===== src/rtl/slt_pkg.sv =====
// ----------------------------------------------------------------------------
// slt_pkg
// Character codes, result type and helper functions for the script tokenizer.
// ----------------------------------------------------------------------------
package slt_pkg;

	localparam logic [7:0] CH_NUL    = 8'h00;
	localparam logic [7:0] CH_TAB    = 8'h09;
	localparam logic [7:0] CH_CR     = 8'h0D;
	localparam logic [7:0] CH_SPACE  = 8'h20;
	localparam logic [7:0] CH_QUOTE  = 8'h22;
	localparam logic [7:0] CH_HASH   = 8'h23;
	localparam logic [7:0] CH_DASH   = 8'h2D;
	localparam logic [7:0] CH_SEMI   = 8'h3B;
	localparam logic [7:0] CH_EQ     = 8'h3D;
	localparam logic [7:0] CH_BSLASH = 8'h5C;
	localparam logic [7:0] CH_UNDER  = 8'h5F;

	// keyword_progress codes
	localparam logic [2:0] KW_NONE     = 3'd0;
	localparam logic [2:0] KW_MATCHED  = 3'd4;
	localparam logic [2:0] KW_MISMATCH = 3'd5;

	localparam logic KIND_NAME = 1'b0;
	localparam logic KIND_PATH = 1'b1;

	typedef struct packed {
		logic       kind;
		logic [7:0] ch;
		logic       last;
	} res_t;

	function automatic logic is_alnum(input logic [7:0] c);
		is_alnum = (c >= 8'h30 && c <= 8'h39) || (c >= 8'h41 && c <= 8'h5A) ||
			(c >= 8'h61 && c <= 8'h7A);
	endfunction

	function automatic logic is_space(input logic [7:0] c);
		is_space = (c == CH_SPACE) || (c >= CH_TAB && c <= CH_CR);
	endfunction

	// letters of "path"
	function automatic logic [7:0] kw_char(input logic [1:0] idx);
		case (idx)
			2'd0:    kw_char = 8'h70;
			2'd1:    kw_char = 8'h61;
			2'd2:    kw_char = 8'h74;
			default: kw_char = 8'h68;
		endcase
	endfunction

endpackage


===== src/rtl/script_line_tokenizer.sv =====
// ----------------------------------------------------------------------------
// script_line_tokenizer
// Streams the characters of names and of path directives out of script text.
// ----------------------------------------------------------------------------
// Input channel: in_valid/in_stall carry one character (ch) or an end-of-line
// marker (end_of_line). The parser updates its state in the cycle a request is
// accepted and writes zero, one or two result requests into a four-entry
// output queue. Output channel: out_valid/out_stall carry kind, out_char and
// last, one result per transfer.
// A result is registered into the output queue when its character is accepted.
// Throughput: one character per cycle while the queue has two free entries;
// each character yields at most two results and most yield one or none, so
// the output port, draining one result a cycle, sets the sustained rate.
// When the receiver stalls, the queue fills and in_stall rises once fewer
// than two entries are free; nothing is dropped.
// Reset (arst_n low): the queue empties and the parser returns to line start.
// No clearing pass; the block takes characters as soon as reset is released.
// ----------------------------------------------------------------------------
module script_line_tokenizer #(
	parameter int MAX_LINE = 256
) (
	input  logic       clk,
	input  logic       arst_n,
	input  logic       in_valid,
	output logic       in_stall,
	input  logic [7:0] ch,
	input  logic       end_of_line,
	output logic       out_valid,
	input  logic       out_stall,
	output logic       kind,
	output logic [7:0] out_char,
	output logic       last
);
	import slt_pkg::*;

	localparam int POS_W = $clog2(MAX_LINE + 1);
	localparam logic [POS_W-1:0] POS_MAX = POS_W'(MAX_LINE);

	typedef enum logic [3:0] {
		MODE_START, MODE_NAME, MODE_META_WAIT, MODE_META, MODE_PARAM_WAIT,
		MODE_EQ_WAIT, MODE_BARE, MODE_QUOTED, MODE_IGNORE
	} mode_t;

	mode_t            mode_q, mode_d;
	logic [7:0]       held_q, held_d;
	logic             hv_q, hv_d;
	logic [2:0]       kw_q, kw_d;
	logic [POS_W-1:0] pos_q, pos_d;

	logic in_acc;
	logic do_push, do_term, do_finish;
	logic push_kind;
	logic e0_v, e1_v;
	res_t e0, e1;

	assign in_acc = in_valid && !in_stall;

	always_comb begin
		mode_d    = mode_q;
		held_d    = held_q;
		hv_d      = hv_q;
		kw_d      = kw_q;
		pos_d     = pos_q;
		do_push   = 1'b0;
		do_term   = 1'b0;
		do_finish = 1'b0;
		push_kind = KIND_NAME;
		e0_v      = 1'b0;
		e1_v      = 1'b0;
		e0        = '0;
		e1        = '0;

		if (end_of_line) begin
			do_term = 1'b1;
		end else if (mode_q == MODE_IGNORE) begin
			// rest of line dropped
		end else if (ch == CH_NUL || pos_q >= POS_MAX) begin
			do_term = 1'b1;
		end else begin
			pos_d = pos_q + 1'b1;
			unique case (mode_q)
				MODE_START: begin
					if (ch == CH_SPACE || ch == CH_TAB) begin
					end else if (is_alnum(ch)) begin
						mode_d = MODE_NAME;
						held_d = ch;
						hv_d   = 1'b1;
					end else if (ch == CH_HASH) begin
						mode_d = MODE_META_WAIT;
						kw_d   = KW_NONE;
						hv_d   = 1'b0;
					end else begin
						mode_d = MODE_IGNORE;
					end
				end
				MODE_NAME: begin
					if (is_alnum(ch) || ch == CH_DASH || ch == CH_UNDER) begin
						do_push = 1'b1;
					end else begin
						do_term = 1'b1;
					end
				end
				MODE_META_WAIT: begin
					if (is_space(ch)) begin
					end else if (is_alnum(ch)) begin
						kw_d   = (ch == kw_char(2'd0)) ? 3'd1 : KW_MISMATCH;
						mode_d = MODE_META;
					end else begin
						mode_d = MODE_IGNORE;
					end
				end
				MODE_META: begin
					if (is_alnum(ch)) begin
						if (kw_q < KW_MATCHED && ch == kw_char(kw_q[1:0])) begin
							kw_d = kw_q + 3'd1;
						end else begin
							kw_d = KW_MISMATCH;
						end
					end else if (is_space(ch)) begin
						mode_d = MODE_PARAM_WAIT;
					end else if (ch == CH_EQ) begin
						mode_d = MODE_EQ_WAIT;
					end else begin
						mode_d = MODE_IGNORE;
					end
				end
				MODE_PARAM_WAIT, MODE_EQ_WAIT: begin
					if (is_space(ch)) begin
					end else if (ch == CH_EQ && mode_q == MODE_PARAM_WAIT) begin
					end else if (ch == CH_QUOTE) begin
						mode_d = MODE_QUOTED;
					end else begin
						mode_d    = MODE_BARE;
						do_push   = (kw_q == KW_MATCHED);
						push_kind = KIND_PATH;
					end
				end
				MODE_BARE: begin
					if (ch == CH_SPACE || ch == CH_TAB) begin
						do_finish = 1'b1;
					end else begin
						do_push   = (kw_q == KW_MATCHED);
						push_kind = KIND_PATH;
					end
				end
				MODE_QUOTED: begin
					if (ch == CH_QUOTE) begin
						do_finish = 1'b1;
					end else begin
						do_push   = (kw_q == KW_MATCHED);
						push_kind = KIND_PATH;
					end
				end
				default: mode_d = MODE_IGNORE;
			endcase
		end

		// held character goes out, new one takes its place
		if (do_push) begin
			e0_v   = hv_q;
			e0     = '{kind: push_kind, ch: held_q, last: 1'b0};
			held_d = ch;
			hv_d   = 1'b1;
		end

		if (do_term) begin
			mode_d = MODE_IGNORE;
			if (mode_q == MODE_NAME) begin
				e0_v   = hv_q;
				e0     = '{kind: KIND_NAME, ch: held_q, last: 1'b1};
				hv_d   = 1'b0;
				held_d = CH_NUL;
			end else if (mode_q == MODE_BARE || mode_q == MODE_QUOTED) begin
				do_finish = 1'b1;
			end
		end

		if (do_finish) begin
			mode_d = MODE_IGNORE;
			hv_d   = 1'b0;
			held_d = CH_NUL;
			if (kw_q == KW_MATCHED) begin
				if (hv_q && held_q == CH_BSLASH) begin
					e0_v = 1'b1;
					e0   = '{kind: KIND_PATH, ch: held_q, last: 1'b1};
				end else if (hv_q) begin
					e0_v = 1'b1;
					e0   = '{kind: KIND_PATH, ch: held_q, last: 1'b0};
					e1_v = 1'b1;
					e1   = '{kind: KIND_PATH, ch: CH_BSLASH, last: 1'b1};
				end else begin
					e0_v = 1'b1;
					e0   = '{kind: KIND_PATH, ch: CH_BSLASH, last: 1'b1};
				end
			end
		end

		// end of line: back to line start
		if (end_of_line) begin
			mode_d = MODE_START;
			held_d = CH_NUL;
			hv_d   = 1'b0;
			kw_d   = KW_NONE;
			pos_d  = '0;
		end
	end

	always_ff @(posedge clk or negedge arst_n) begin
		if (!arst_n) begin
			mode_q <= MODE_START;
			held_q <= CH_NUL;
			hv_q   <= 1'b0;
			kw_q   <= KW_NONE;
			pos_q  <= '0;
		end else if (in_acc) begin
			mode_q <= mode_d;
			held_q <= held_d;
			hv_q   <= hv_d;
			kw_q   <= kw_d;
			pos_q  <= pos_d;
		end
	end

	// output queue, four entries, up to two writes and one read a cycle
	res_t       q_mem [4];
	logic [1:0] wr_ptr_q, rd_ptr_q;
	logic [2:0] cnt_q;
	logic       out_acc;
	logic [1:0] n_wr;
	res_t       w0, w1;
	logic       w0_v, w1_v;

	assign out_acc   = out_valid && !out_stall;
	assign out_valid = (cnt_q != 3'd0);
	assign in_stall  = (cnt_q > 3'd2);

	// pack e1 down when e0 is empty (the parser sets e1 only together with e0)
	always_comb begin
		w0_v = in_acc && (e0_v || e1_v);
		w1_v = in_acc && e0_v && e1_v;
		w0   = e0_v ? e0 : e1;
		w1   = e1;
		n_wr = {1'b0, w0_v} + {1'b0, w1_v};
	end

	always_ff @(posedge clk) begin
		if (w0_v) q_mem[wr_ptr_q] <= w0;
		if (w1_v) q_mem[wr_ptr_q + 2'd1] <= w1;
	end

	always_ff @(posedge clk or negedge arst_n) begin
		if (!arst_n) begin
			wr_ptr_q <= '0;
			rd_ptr_q <= '0;
			cnt_q    <= '0;
		end else begin
			wr_ptr_q <= wr_ptr_q + n_wr;
			if (out_acc) rd_ptr_q <= rd_ptr_q + 2'd1;
			cnt_q <= cnt_q + {1'b0, n_wr} - {2'b0, out_acc};
		end
	end

	assign kind     = q_mem[rd_ptr_q].kind;
	assign out_char = q_mem[rd_ptr_q].ch;
	assign last     = q_mem[rd_ptr_q].last;

	a_cnt_bound: assert property (@(posedge clk) disable iff (!arst_n)
		cnt_q <= 3'd4)
		else $error("output queue overflow");

	a_held_mode: assert property (@(posedge clk) disable iff (!arst_n)
		hv_q |-> (mode_q == MODE_NAME || mode_q == MODE_BARE || mode_q == MODE_QUOTED))
		else $error("held character outside a token");

	a_eol_reset: assert property (@(posedge clk) disable iff (!arst_n)
		(in_acc && end_of_line) |=> (mode_q == MODE_START && pos_q == '0 && !hv_q))
		else $error("end of line did not restart parser");

	a_kw_range: assert property (@(posedge clk) disable iff (!arst_n)
		kw_q <= KW_MISMATCH)
		else $error("keyword progress out of range");

endmodule

===== config.mk =====
export PLATFORM = sky130hd
export DESIGN_NAME = script_line_tokenizer
export DESIGN_NICKNAME = d
export VERILOG_FILES = /design/src/rtl/slt_pkg.sv /design/src/rtl/script_line_tokenizer.sv
export SDC_FILE = /design/constraint.sdc
export NUM_CORES = 1
export LEC_CHECK = 0
export BUFFER_PORTS_ARGS = -buffer_cell sky130_fd_sc_hd__clkbuf_2
export CAP_MARGIN = 10
export CELL_PAD_IN_SITES_DETAIL_PLACEMENT = 1
export CELL_PAD_IN_SITES_GLOBAL_PLACEMENT = 2
export CORE_UTILIZATION = 30
export CTS_CLUSTER_SIZE = 30
export DETAILED_ROUTE_END_ITERATION = 7
export GPL_ROUTABILITY_DRIVEN = 0
export PLACE_DENSITY = 0.67
export REMOVE_ABC_BUFFERS = 1
export SYNTH_ARGS = -nofsm -noshare
export SYNTH_HDL_FRONTEND = slang
export SYNTH_SLANG_ARGS = --single-unit

===== constraint.sdc =====
create_clock -name clk -period 3 [get_ports clk]
set_input_delay 0.15 -clock clk [delete_from_list [all_inputs] [get_ports clk]]
set_output_delay 0.15 -clock clk [all_outputs]
set_load 0.05 [all_outputs]

## Yosys cells after proc, flatten, opt, wreduce, memory -nomap -nowiden

Memory sizes are Yosys's and may differ from the RTL's.
Index checks and enable logic that the tools add are counted.
Widths: inputs -> output; s select.

| operators by class | value |
|---|---|
| bitwise gates (word level) | 0 |
| multiply operators | 0 |
| magnitude comparators | 11 |
| mux-type cells | 115 |
| reductions and logical operators | 33 |
| eq/ne operators | 37 |
| divide/modulo/power cells | 0 |
| add/subtract/negate cells | 8 |
| shift-type cells | 0 |

Operator list:

| operator | count |
|---|---|
| $mux 8 | 15 |
| $mux 10 | 10 |
| $mux 4 | 15 |
| $mux 1 | 53 |
| $mux 9 | 5 |
| $eq 8x6->1 const B | 5 |
| $mux 3 | 11 |
| $ne 5x5->1 const B | 5 |
| $eq 8x7->1 const B | 3 |
| $pmux 4 s5 | 1 |
| $ne 3x3->1 const B | 6 |
| $eq 4x3->1 const B | 4 |
| $ge 8x7->1 const B | 2 |
| $le 8x7->1 const B | 2 |
| $pmux 5 s3 | 1 |
| $logic_and 1x1->1 | 12 |
| $reduce_and 10->1 | 1 |
| $add 9x1->9 const B | 1 |
| $ge 9x9->1 const B | 1 |
| $logic_or 1x1->1 | 9 |
| $pmux 3 s3 | 1 |
| $reduce_and 9->1 | 1 |
| $eq 4x2->1 const B | 2 |
| $eq 8x4->1 const B | 1 |
| 33 further kinds | 37 |

| word-level totals | value |
|---|---|
| memory bits (writable) | 40 |
| memory bits (read-only) | 0 |
| memories | 1 |
| bits in latches | 0 |
| input bits | 13 |
| output and inout port bits | 12 |
| register bits after elaboration | 32 |

Memory list:

| name | depth | width | read ports | clocked after memory_dff | write ports | RTL line | source |
|---|---|---|---|---|---|---|---|
| q_mem | 4 | 10 | 1 | 0 | 2 | script_line_tokenizer.sv:225 | `res_t q_mem [4];` |

## Depth between registers and ports, before layout

Gate-level depths: netlist of run 1.

| logic depth | value |
|---|---|
| depth in word-level cells | 21 |
| gate-level depth with buffers | 17 |
| mapped depth without buffers | 16 |

## Worst setup path before layout of run 1

Ideal clock, no wire load.

| timing path | value |
|---|---|
| kind | input port to flip-flop |
| from | in ch[7] |
| to | reg cnt_q[2] |
| path buffers | 1 |
| data required time | 2.920 ns |
| cell stages on the path | 15 |
| arrival time | 3.363 ns |
| path slack | -0.443 ns |
| cells stage by stage | buf_6 or4_1 o32ai_2 nor3_1 a211oi_1 o21bai_2 and3_1 ha_1 inv_1 ha_1 inv_1 ha_1 fa_1 xnor2_1 xnor2_1 |

| on the way | value |
|---|---|
| longest elaborated chain between the ends | 21 |
| elaborated cells on any way between the ends | 63 |
| classes of those cells | 3 x add/sub; 8 x order compare; 6 x eq/ne; 29 x mux; 17 x reduce/logical |

RTL lines:

| element | RTL line | source |
|---|---|---|
| start: declaration | script_line_tokenizer.sv:26 | `input logic [7:0] ch,` |
| $ge 8x6->1, or another cell as far along | slt_pkg.sv:34 | `is_alnum = (c >= 8'h30 && c <= 8'h39) \|\| (c >= 8'h41 && c <= 8'h5A) \|\|` |
| $logic_and 1x1->1 | slt_pkg.sv:34 |  |
| $logic_or 1x1->1 (2 in series) | slt_pkg.sv:34 |  |
| $logic_or 1x1->1 (2 in series) | script_line_tokenizer.sv:97 | `if (is_alnum(ch) \|\| ch == CH_DASH \|\| ch == CH_UNDER) begin` |
| $mux 1 | script_line_tokenizer.sv:97 |  |
| $pmux 1 s4 | script_line_tokenizer.sv:81 | `unique case (mode_q)` |
| $mux 1 | script_line_tokenizer.sv:77 | `end else if (ch == CH_NUL \|\| pos_q >= POS_MAX) begin` |
| $mux 1 | script_line_tokenizer.sv:75 | `end else if (mode_q == MODE_IGNORE) begin` |
| [3 not listed] | -- |  |
| $mux 1 | script_line_tokenizer.sv:166 | `if (do_term) begin` |
| $mux 1 | script_line_tokenizer.sv:182 | `if (kw_q == KW_MATCHED) begin` |
| $mux 1 | script_line_tokenizer.sv:178 | `if (do_finish) begin` |
| $logic_or 1x1->1 / $logic_and 1x1->1 (equally long branches) | script_line_tokenizer.sv:239, script_line_tokenizer.sv:240 |  |
| $logic_and 1x1->1 (on tied branches) | script_line_tokenizer.sv:239, script_line_tokenizer.sv:240 |  |
| $add 1x1->2 * | script_line_tokenizer.sv:243 | `n_wr = {1'b0, w0_v} + {1'b0, w1_v};` |
| $add 3x2->3 * | script_line_tokenizer.sv:259 | `cnt_q <= cnt_q + {1'b0, n_wr} - {2'b0, out_acc};` |
| $sub 3x1->3 * | script_line_tokenizer.sv:259 |  |
| end signal: assignment | script_line_tokenizer.sv:259 |  |
| end: declaration | script_line_tokenizer.sv:227 | `logic [2:0] cnt_q;` |

Mark *: on every way between the ends. The rest lies on a longest branch, timed or not.
A chain may end at the register's enable or synchronous reset.

## Worst setup path in the final report of run 1

| timing path | value |
|---|---|
| from | reg mode_q[3] |
| to | reg cnt_q[2] |

| on the way | value |
|---|---|
| longest elaborated chain between the ends | 18 |
| elaborated cells on any way between the ends | 39 |
| classes of those cells | 3 x add/sub; 6 x eq/ne; 23 x mux; 7 x reduce/logical |

RTL lines:

| element | RTL line | source |
|---|---|---|
| start: declaration | script_line_tokenizer.sv:44 | `mode_t mode_q, mode_d;` |
| start signal: assignment | script_line_tokenizer.sv:216 | `mode_q <= mode_d;` |
| $eq 4x3->1 | script_line_tokenizer.sv:81, script_line_tokenizer.sv:129 |  |
| $logic_and 1x1->1 | script_line_tokenizer.sv:129 | `end else if (ch == CH_EQ && mode_q == MODE_PARAM_WAIT) begin` |
| $mux 1 | script_line_tokenizer.sv:129 |  |
| $mux 1 | script_line_tokenizer.sv:128 | `if (is_space(ch)) begin` |
| $pmux 1 s4 | script_line_tokenizer.sv:81 |  |
| $mux 1 | script_line_tokenizer.sv:77 |  |
| $mux 1 | script_line_tokenizer.sv:75 |  |
| $mux 1 | script_line_tokenizer.sv:73 | `if (end_of_line) begin` |
| [2 not listed] | -- |  |
| $mux 1 | script_line_tokenizer.sv:166 |  |
| $mux 1 | script_line_tokenizer.sv:182 |  |
| $mux 1 | script_line_tokenizer.sv:178 |  |
| $logic_or 1x1->1 / $logic_and 1x1->1 (equally long branches) | script_line_tokenizer.sv:239, script_line_tokenizer.sv:240 |  |
| $logic_and 1x1->1 (on tied branches) | script_line_tokenizer.sv:239, script_line_tokenizer.sv:240 |  |
| $add 1x1->2 * | script_line_tokenizer.sv:243 |  |
| $add 3x2->3 * | script_line_tokenizer.sv:259 |  |
| $sub 3x1->3 * | script_line_tokenizer.sv:259 |  |

Marks and branches as above.

==> flow_metrics.py, run 1 <==
metrics = {
    "synth": {
        "ys_ff_latch": 72,
        "yosys.cell_count.top_type": "nand2_1",
        "ys_top_cells_by_area": "dfrtp_1 (19%), edfxtp_1 (17%), dfxtp_1 (7.5%)",
        "netlist_area_sq_um": 4260,
        "synth_top_area_cell": "dfrtp_1",
        "syn-mean-instance-area_sq_um": 9.78,
        "yosysTopAreaCellShare": 0.188,
        "synth_edf_count": 24,
        "yosys-top-cells-count": "nand2_1 (42), dfrtp_1 (32), o21ai_0 (31)",
        "yosysSeqAreaShare": 0.432,
        "synth_cell_types": 66,
        "yosys_most_used_dff": "dfrtp_1",
        "yosys_warnings": 0,
        "postSynthCellCount": 436,
        "async_flop_share": 0.444,
    },
    "timing": {
        "setup_viol": 1,
        "tns_ps": -49.8,
        "slew_headroom": 0.416,
        "final.setup.worst_slack_ps": -49.8,
        "rsz0062_at_grt": "yes",
        "worst_pin_slew_ps": 876,
        "slew_violations": 0,
        "max_freq_mhz": 328,
        "finalCritPeriodShare": 1.02,
        "finalCriticalPeriod_ps": 3050,
        "skew_ps": 9.59,
        "final_hold_viol_count": 0,
    },
    "placed_design": {
        "port_buffers": 24,
        "hpwlAfterDp_um": 9890,
        "placed_area_sq_um": 5030,
    },
    "finish": {
        "postLayoutCellArea_sq_um": 5530,
        "synthToLayoutAreaGrowth_pct": 29.6,
        "layout.nets": 549,
        "drive_above_1_share": 0.313,
        "diodes": 0,
    },
    "clocking": {
        "htree_levels": 3,
        "cts_buffer_depth": 2,
        "cts_root_buf": "clkbuf_16",
        "clock-sinks": 72,
        "clkLatencyLatePin_ps": 340,
        "path_clk_slew_ps": 60,
        "tritoncts": "done",
        "cts_buffers": 9,
    },
    "outcome": {
        "status": "finished with violations",
        "failed_checks": "setup timing",
    },
    "die": {
        "die-area_sq_um": 14700,
        "die_y_um": 121,
        "io-pin-count": 25,
        "rows": 43,
        "core_sq_um": 13900,
        "start_util": 0.307,
        "die_width_um": 121,
    },
    "routing": {
        "wl_per_cell_um": 17.9,
        "drt-met1-wl_um": 5680,
        "drt_first_pass_iters": 4,
        "drt_wl_total_um": 12700,
        "drt_iter0_drc": 176,
        "wl_met2_um": 6470,
        "ant_nets": 0,
        "wl_met3_um": 262,
        "route.vias.total": 3718,
        "route.detailed.drc": 0,
        "routed.top_layer": "met4",
        "viasPerCell": 5.24,
    },
    "critical_path": {
        "path_class": "reg -> reg",
        "crit_chain": "buf_4 > or2_4 > or3_1 > o211ai_1 > o21bai_4 > and3_4 > ha_4 > inv_2 > ha_4 > inv_2 > ha_4 > fa_2 > xnor2_2 > xnor2_1",
        "critical_path_required_ps": 3230,
        "cp-start-kind": "flop",
        "slowest_delay_ps": 410,
        "worstPathArrival_ps": 3270,
        "cp_slowest_cell": "dfrtp_1",
        "cp-end-kind": "flop",
        "crit_top_cell": "ha_4",
        "r2r_slack_ps": -50,
        "crit_fanout": 3,
    },
    "global_route": {
        "grt_max_degree": 33,
        "grt_overflow": 0,
        "grtUsageTotal": 0.190,
        "grt_pass1_vias": 4047,
        "antenna_found_initial": 0,
        "grt_pass1_wl_um": 21100,
    },
    "pwr": {
        "p_leak_nw": 2.27,
        "power_density_nw_per_um2": 698,
        "irDropWorstVdd_v": 0.000311,
    },
    "flow_run": {
        "cap_violations": 0,
    },
    "hold_path": {
        "worstHoldPathType": "in -> reg",
    },
}
-- critical path, delay by kind of cell, from the launching register on --
family	cells	cell delay, ps
AO/OA/AOI/OAI	2	290
XOR/XNOR	2	280
AND/OR/NAND/NOR	3	830
buffers and inverters	3	230
flip-flops	1	410
adder cells (fa/ha/maj)	4	900
-- power breakdown --
| part | leakage, nW | total [mW] | switching (mW) | internal (mW) |
|---|---|---|---|---|
| clock | 0.144 | 1.05 | 0.470 | 0.577 |
| combinational | 1.36 | 1.49 | 0.836 | 0.650 |
| sequential | 0.764 | 1.32 | 0.197 | 1.13 |
-- layout by cell type (no fill, tap or decap), drive strengths merged, types with 4 or more instances in the layout --
master,count
a211oi,5
a21boi,5
a21o,5
a21oi,16
a22o,24
a31oi,4
and3,4
buf,77
clkbuf,33
dfrtp,32
dfxtp,16
edfxtp,24
ha,10
inv,30
mux4,10
nand2,42
nand2b,7
nand3,7
nor2,30
nor2b,8
nor3,16
nor4,8
o211ai,4
o21ai,36
or3,4
or4,4
xnor2,10
-- layer usage --
metal	up-vias	GRT usage
met4	0	0.0656
met2	35	0.333
met3	17	0.0442
met1	1858	0.227
li1	1808	-
met5	-	0
-- layout make-up --
type	count	area [sq um]
fill	1601	8350
clock inverter	7	58.8
clock buffer	9	225
sequential	72	1840
multi-input combinational	316	2370
inverter	24	90.1
tap	180	225
timing repair buffer	102	712
-- repair_timing --
item	4_1_cts	5_1_grt
setup buffers	5	2
pin swaps	9	5
resized for setup	30	1
endpoints found under the setup margin	2	1
hold buffers	1	0
endpoints found under the hold margin	32	0
-- through the flow --
step	worst slack, ps	cells	util	hold slack (ps)	total power, mW
after floorplan	-387	412	-	-146	2.17
after global placement	-517	686	0.362	309	2.70
after detailed placement	-638	686	0.362	317	2.73
after CTS	-56.4	708	0.397	151	3.87
after global routing	-184	710	0.398	182	4.10
final	-49.8	710	0.398	163	3.86
-- path summary, 6_finish.rpt --
| check | start | end | cells after the start |
|---|---|---|---|
| min reg2reg | q_mem[2][6]$_SDFFE_PP0N_ | q_mem[2][6]$_SDFFE_PP0N_ | 1 |
| max reg2reg | mode_q[3]$_DFFE_PN0P_ | cnt_q[2]$_DFF_PN0_ | 14 |
| max | mode_q[3]$_DFFE_PN0P_ | cnt_q[2]$_DFF_PN0_ | 14 |
| min | out_stall | rd_ptr_q[0]$_DFFE_PN0P_ | 3 |
| min in group asynchronous | arst_n | kw_q[2]$_DFFE_PN0P_ | 2 |
| max in group asynchronous | arst_n | mode_q[0]$_DFFE_PN0P_ | 2 |
-- logic make-up (layout without fill, tap and decap cells) --
family                   count (synthesis)  count (layout)  synth area share
multiplexers                            14              14            0.0628
AND/OR/NAND/NOR                        157             157             0.195
buffers and inverters                   48             142            0.0464
XOR/XNOR                                12              12            0.0247
AO/OA/AOI/OAI                          122             122             0.205
adder cells (fa/ha/maj)                 11              11            0.0340
flip-flops                              72              72             0.432
-- flip-flops by register name (all words and copies together), names as in the netlist --
register and flops:
cnt_q 3, held_q 8, hv_q 1, kw_q 3
mode_q 4, pos_q 9, q_mem 40, rd_ptr_q 2
wr_ptr_q 2
No activity file was read; power rests on OpenSTA's default activity.
==> run 2, diff against run 1 <==
--- a/config.mk
+++ b/config.mk
@@ -5,6 +5,7 @@
 export SDC_FILE = /design/constraint.sdc
 export NUM_CORES = 1
 export LEC_CHECK = 0
+export ABC_AREA = 1
 export BUFFER_PORTS_ARGS = -buffer_cell sky130_fd_sc_hd__clkbuf_2
 export CAP_MARGIN = 10
 export CELL_PAD_IN_SITES_DETAIL_PLACEMENT = 1
@@ -13,7 +14,8 @@
 export CTS_CLUSTER_SIZE = 30
 export DETAILED_ROUTE_END_ITERATION = 7
 export GPL_ROUTABILITY_DRIVEN = 0
-export PLACE_DENSITY = 0.67
+export MAX_ROUTING_LAYER = met4
+export PLACE_DENSITY = 0.72
 export REMOVE_ABC_BUFFERS = 1
 export SYNTH_ARGS = -nofsm -noshare
 export SYNTH_HDL_FRONTEND = slang
==> run 2 against run 1 <==
Compared with the run above: the run ends with DRC left; register-to-register slack better by 120 ps; critical path type unchanged; global-route usage decreased by 0.19 points; highest routed layer unchanged; count of clock-buffer cells in the layout grew 1; power is 14% higher; via count rose by 12%; first-iteration DRC count is 4.0% higher; maximum frequency rose by 4.0%; routed wire length grew 4.3%.
==> flow_metrics.py, run 2 <==
metrics = {
    "die": {
        "rows": 44,
        "core_sq_um": 14600,
        "start_util": 0.310,
        "io-pin-count": 25,
        "die-area_sq_um": 15600,
        "die_y_um": 125,
        "die_width_um": 125,
    },
    "finish": {
        "drive_above_1_share": 0.229,
        "n_fill_cell": 1800,
        "final_common_cell": "nand2_1",
        "layout.nets": 688,
        "layout_common_cells": "nand2_1 (119), nor2_1 (98), inv_1 (60)",
        "synthToLayoutAreaGrowth_pct": 20.2,
        "largestRegisters": "q_mem (40), pos_q (9), held_q (8)",
        "final_cells": 853,
        "largest_reg_flops": 40,
        "diodes": 0,
        "regMostFlops": "q_mem",
    },
    "pwr": {
        "irDropWorstVdd_v": 0.000260,
        "power.total_mw": 4.38,
        "power_density_nw_per_um2": 804,
        "p_leak_nw": 2.69,
    },
    "critical_path": {
        "path_class": "reg -> reg",
        "crit_top_cell": "nand2_4",
        "r2r_slack_ps": 70,
        "worstPathArrival_ps": 3150,
        "slowest_delay_ps": 440,
        "cp-end-kind": "flop",
        "crit_path_start": "mode_q[3]$_DFFE_PN0P_",
        "cp-start-kind": "flop",
        "r2r_start": "mode_q[3]$_DFFE_PN0P_",
        "critical_path_required_ps": 3220,
        "worst-path-buf-inv": 3,
        "crit_chain": "nor2_2 > inv_2 > nor2_8 > nand2_2 > nor2_1 > nor2_1 > nand3_1 > nand2_2 > nand2_4 > nand2_4 > nand2_8 > nand2_4 > nor3_4 > ha_1 > inv_1 > ha_1 > inv_1 > ha_2 > fa_2",
        "critical_path.top_delay_family": "simple AND/OR/NAND/NOR gates",
        "cp_slowest_cell": "dfrtp_2",
        "crit_fanout": 4,
    },
    "clocking": {
        "clock-sinks": 72,
        "clkLatencyLatePin_ps": 350,
        "cts_buffers": 9,
        "cts_root_buf": "clkbuf_16",
        "tritoncts": "done",
        "cts_buffer_depth": 2,
        "path_clk_slew_ps": 60,
        "htree_levels": 3,
    },
    "routing": {
        "drt_wl_total_um": 13200,
        "route.detailed.drc": 2,
        "drt_iter0_drc": 183,
        "route.vias.total": 4152,
        "drt_first_pass_iters": 6,
        "viasPerCell": 4.87,
        "wl_per_cell_um": 15.5,
        "ant_nets": 0,
    },
    "outcome": {
        "failed_checks": "DRC",
        "status": "finished with violations",
    },
    "global_route": {
        "grt_pass1_vias": 4421,
        "antenna_found_initial": 0,
        "grtUsageTotal": 0.188,
        "grt_overflow": 0,
        "grt_max_degree": 33,
        "grt_pass1_wl_um": 22600,
    },
    "timing": {
        "setup_viol": 0,
        "holdWs_ps": 121,
        "skew_ps": 11.0,
        "worst_pin_slew_ps": 913,
        "finalCriticalPeriod_ps": 2930,
        "slew_headroom": 0.391,
        "max_freq_mhz": 341,
        "final_hold_viol_count": 0,
        "rsz0062_at_grt": "yes",
        "finalCritPeriodShare": 0.978,
        "slew_violations": 0,
    },
    "synth": {
        "netlist_area_sq_um": 4530,
        "ys_ff_latch": 72,
        "yosys.cell_count.top_type": "nand2_1",
        "postSynthCellCount": 605,
        "yosys-top-cells-count": "nand2_1 (123), nor2_1 (101), inv_1 (65)",
        "yosys_most_used_dff": "dfrtp_1",
        "synth_top_area_cell": "dfrtp_1",
        "yosysTopAreaCellShare": 0.177,
        "synth_edf_count": 24,
        "async_flop_share": 0.444,
        "yosysSeqAreaShare": 0.406,
        "ys_top_cells_by_area": "dfrtp_1 (18%), edfxtp_1 (16%), nand2_1 (10%)",
        "yosys_warnings": 0,
        "syn-mean-instance-area_sq_um": 7.49,
        "synth_cell_types": 44,
    },
    "hold_path": {
        "worstHoldPathType": "in -> reg",
        "hold_path.startpoint": "ch[7]",
    },
    "placed_design": {
        "hpwlAfterDp_um": 10300,
        "place_inst": 829,
        "port_buffers": 24,
    },
    "flow_run": {
        "cap_violations": 0,
    },
}
run 2: changes by cell type after synthesis, sizes merged, moves of 14 or more:
cell	before	now
nand2	42	135
nor2	30	111
inv	24	79
o21ai	36	72
a22o	24	0
nand3	7	25
a21oi	16	30
run 2: power breakdown:
| part | internal (mW) | total [mW] | switching (mW) |
|---|---|---|---|
| logic | 0.600 | 1.94 | 1.34 |
| registers | 1.18 | 1.34 | 0.167 |
| clock network | 0.620 | 1.09 | 0.474 |
run 2: logic make-up after synthesis:
family | count (synthesis) | share of synthesized area
flip-flops | 72 | 0.406
adder cells (fa/ha/maj) | 11 | 0.0320
AND/OR/NAND/NOR | 294 | 0.303
buffers and inverters | 97 | 0.0913
XOR/XNOR | 7 | 0.0135
AO/OA/AOI/OAI | 124 | 0.154
run 2: worst paths after layout:
path | endpoint | cells after the start
min | held_q[7]$_DFFE_PN0P_ | 3
max | cnt_q[1]$_DFF_PN0_ | 19
min in group asynchronous | kw_q[0]$_DFFE_PN0P_ | 2
max reg2reg | cnt_q[1]$_DFF_PN0_ | 19
min reg2reg | q_mem[3][8]$_SDFFE_PP0N_ | 4
max in group asynchronous | mode_q[3]$_DFFE_PN0P_ | 2
run 2: layer usage:
layer,track usage,part of all wire,wire (um),vias to the layer above
li1,-,-,-,2101
met1,0.222,0.46,6020,2008
met2,0.334,0.51,6800,28
met3,0.0231,0.016,215,15
met4,0.0603,0.015,192,0
met5,-,0,0,-
run 2: repair_timing:
action,4_1_cts,5_1_grt
endpoints found under the setup margin,2,2
pin swaps,1,8
setup buffers,1,6
hold buffers,1,0
hold endpoints to repair,32,0
gates resized for setup,2,21
run 2: stage by stage:
| step | util | setup TNS (ps) | setup WS, ps | cell area (sq um) |
|---|---|---|---|---|
| floorplan | - | -238 | -154 | 4420 |
| global placement | 0.343 | -1.29 | -1.29 | 5020 |
| detailed placement | 0.343 | -31.1 | -31.1 | 5020 |
| CTS | 0.365 | 0 | 9.69 | 5350 |
| global route | 0.372 | -94.3 | -67.8 | 5450 |
| finish | 0.372 | 0 | 66.8 | 5450 |
run 2: layout make-up:
type                    instances  area, sq um  area share
repair buffers                 66          438      0.0804
clock inverters                 6         47.5     0.00873
clock buffers                  10          250      0.0459
well taps                     184          230      0.0423
inverters                      79          297      0.0544
flip-flops and latches         72         1840       0.338
multi-input cells             436         2340       0.430
run 2: worst min-delay path: cells and delay by family:
kind,cells,cell delay [ps]
simple gates,1,50
compound gates,1,120
buf+inv,1,110
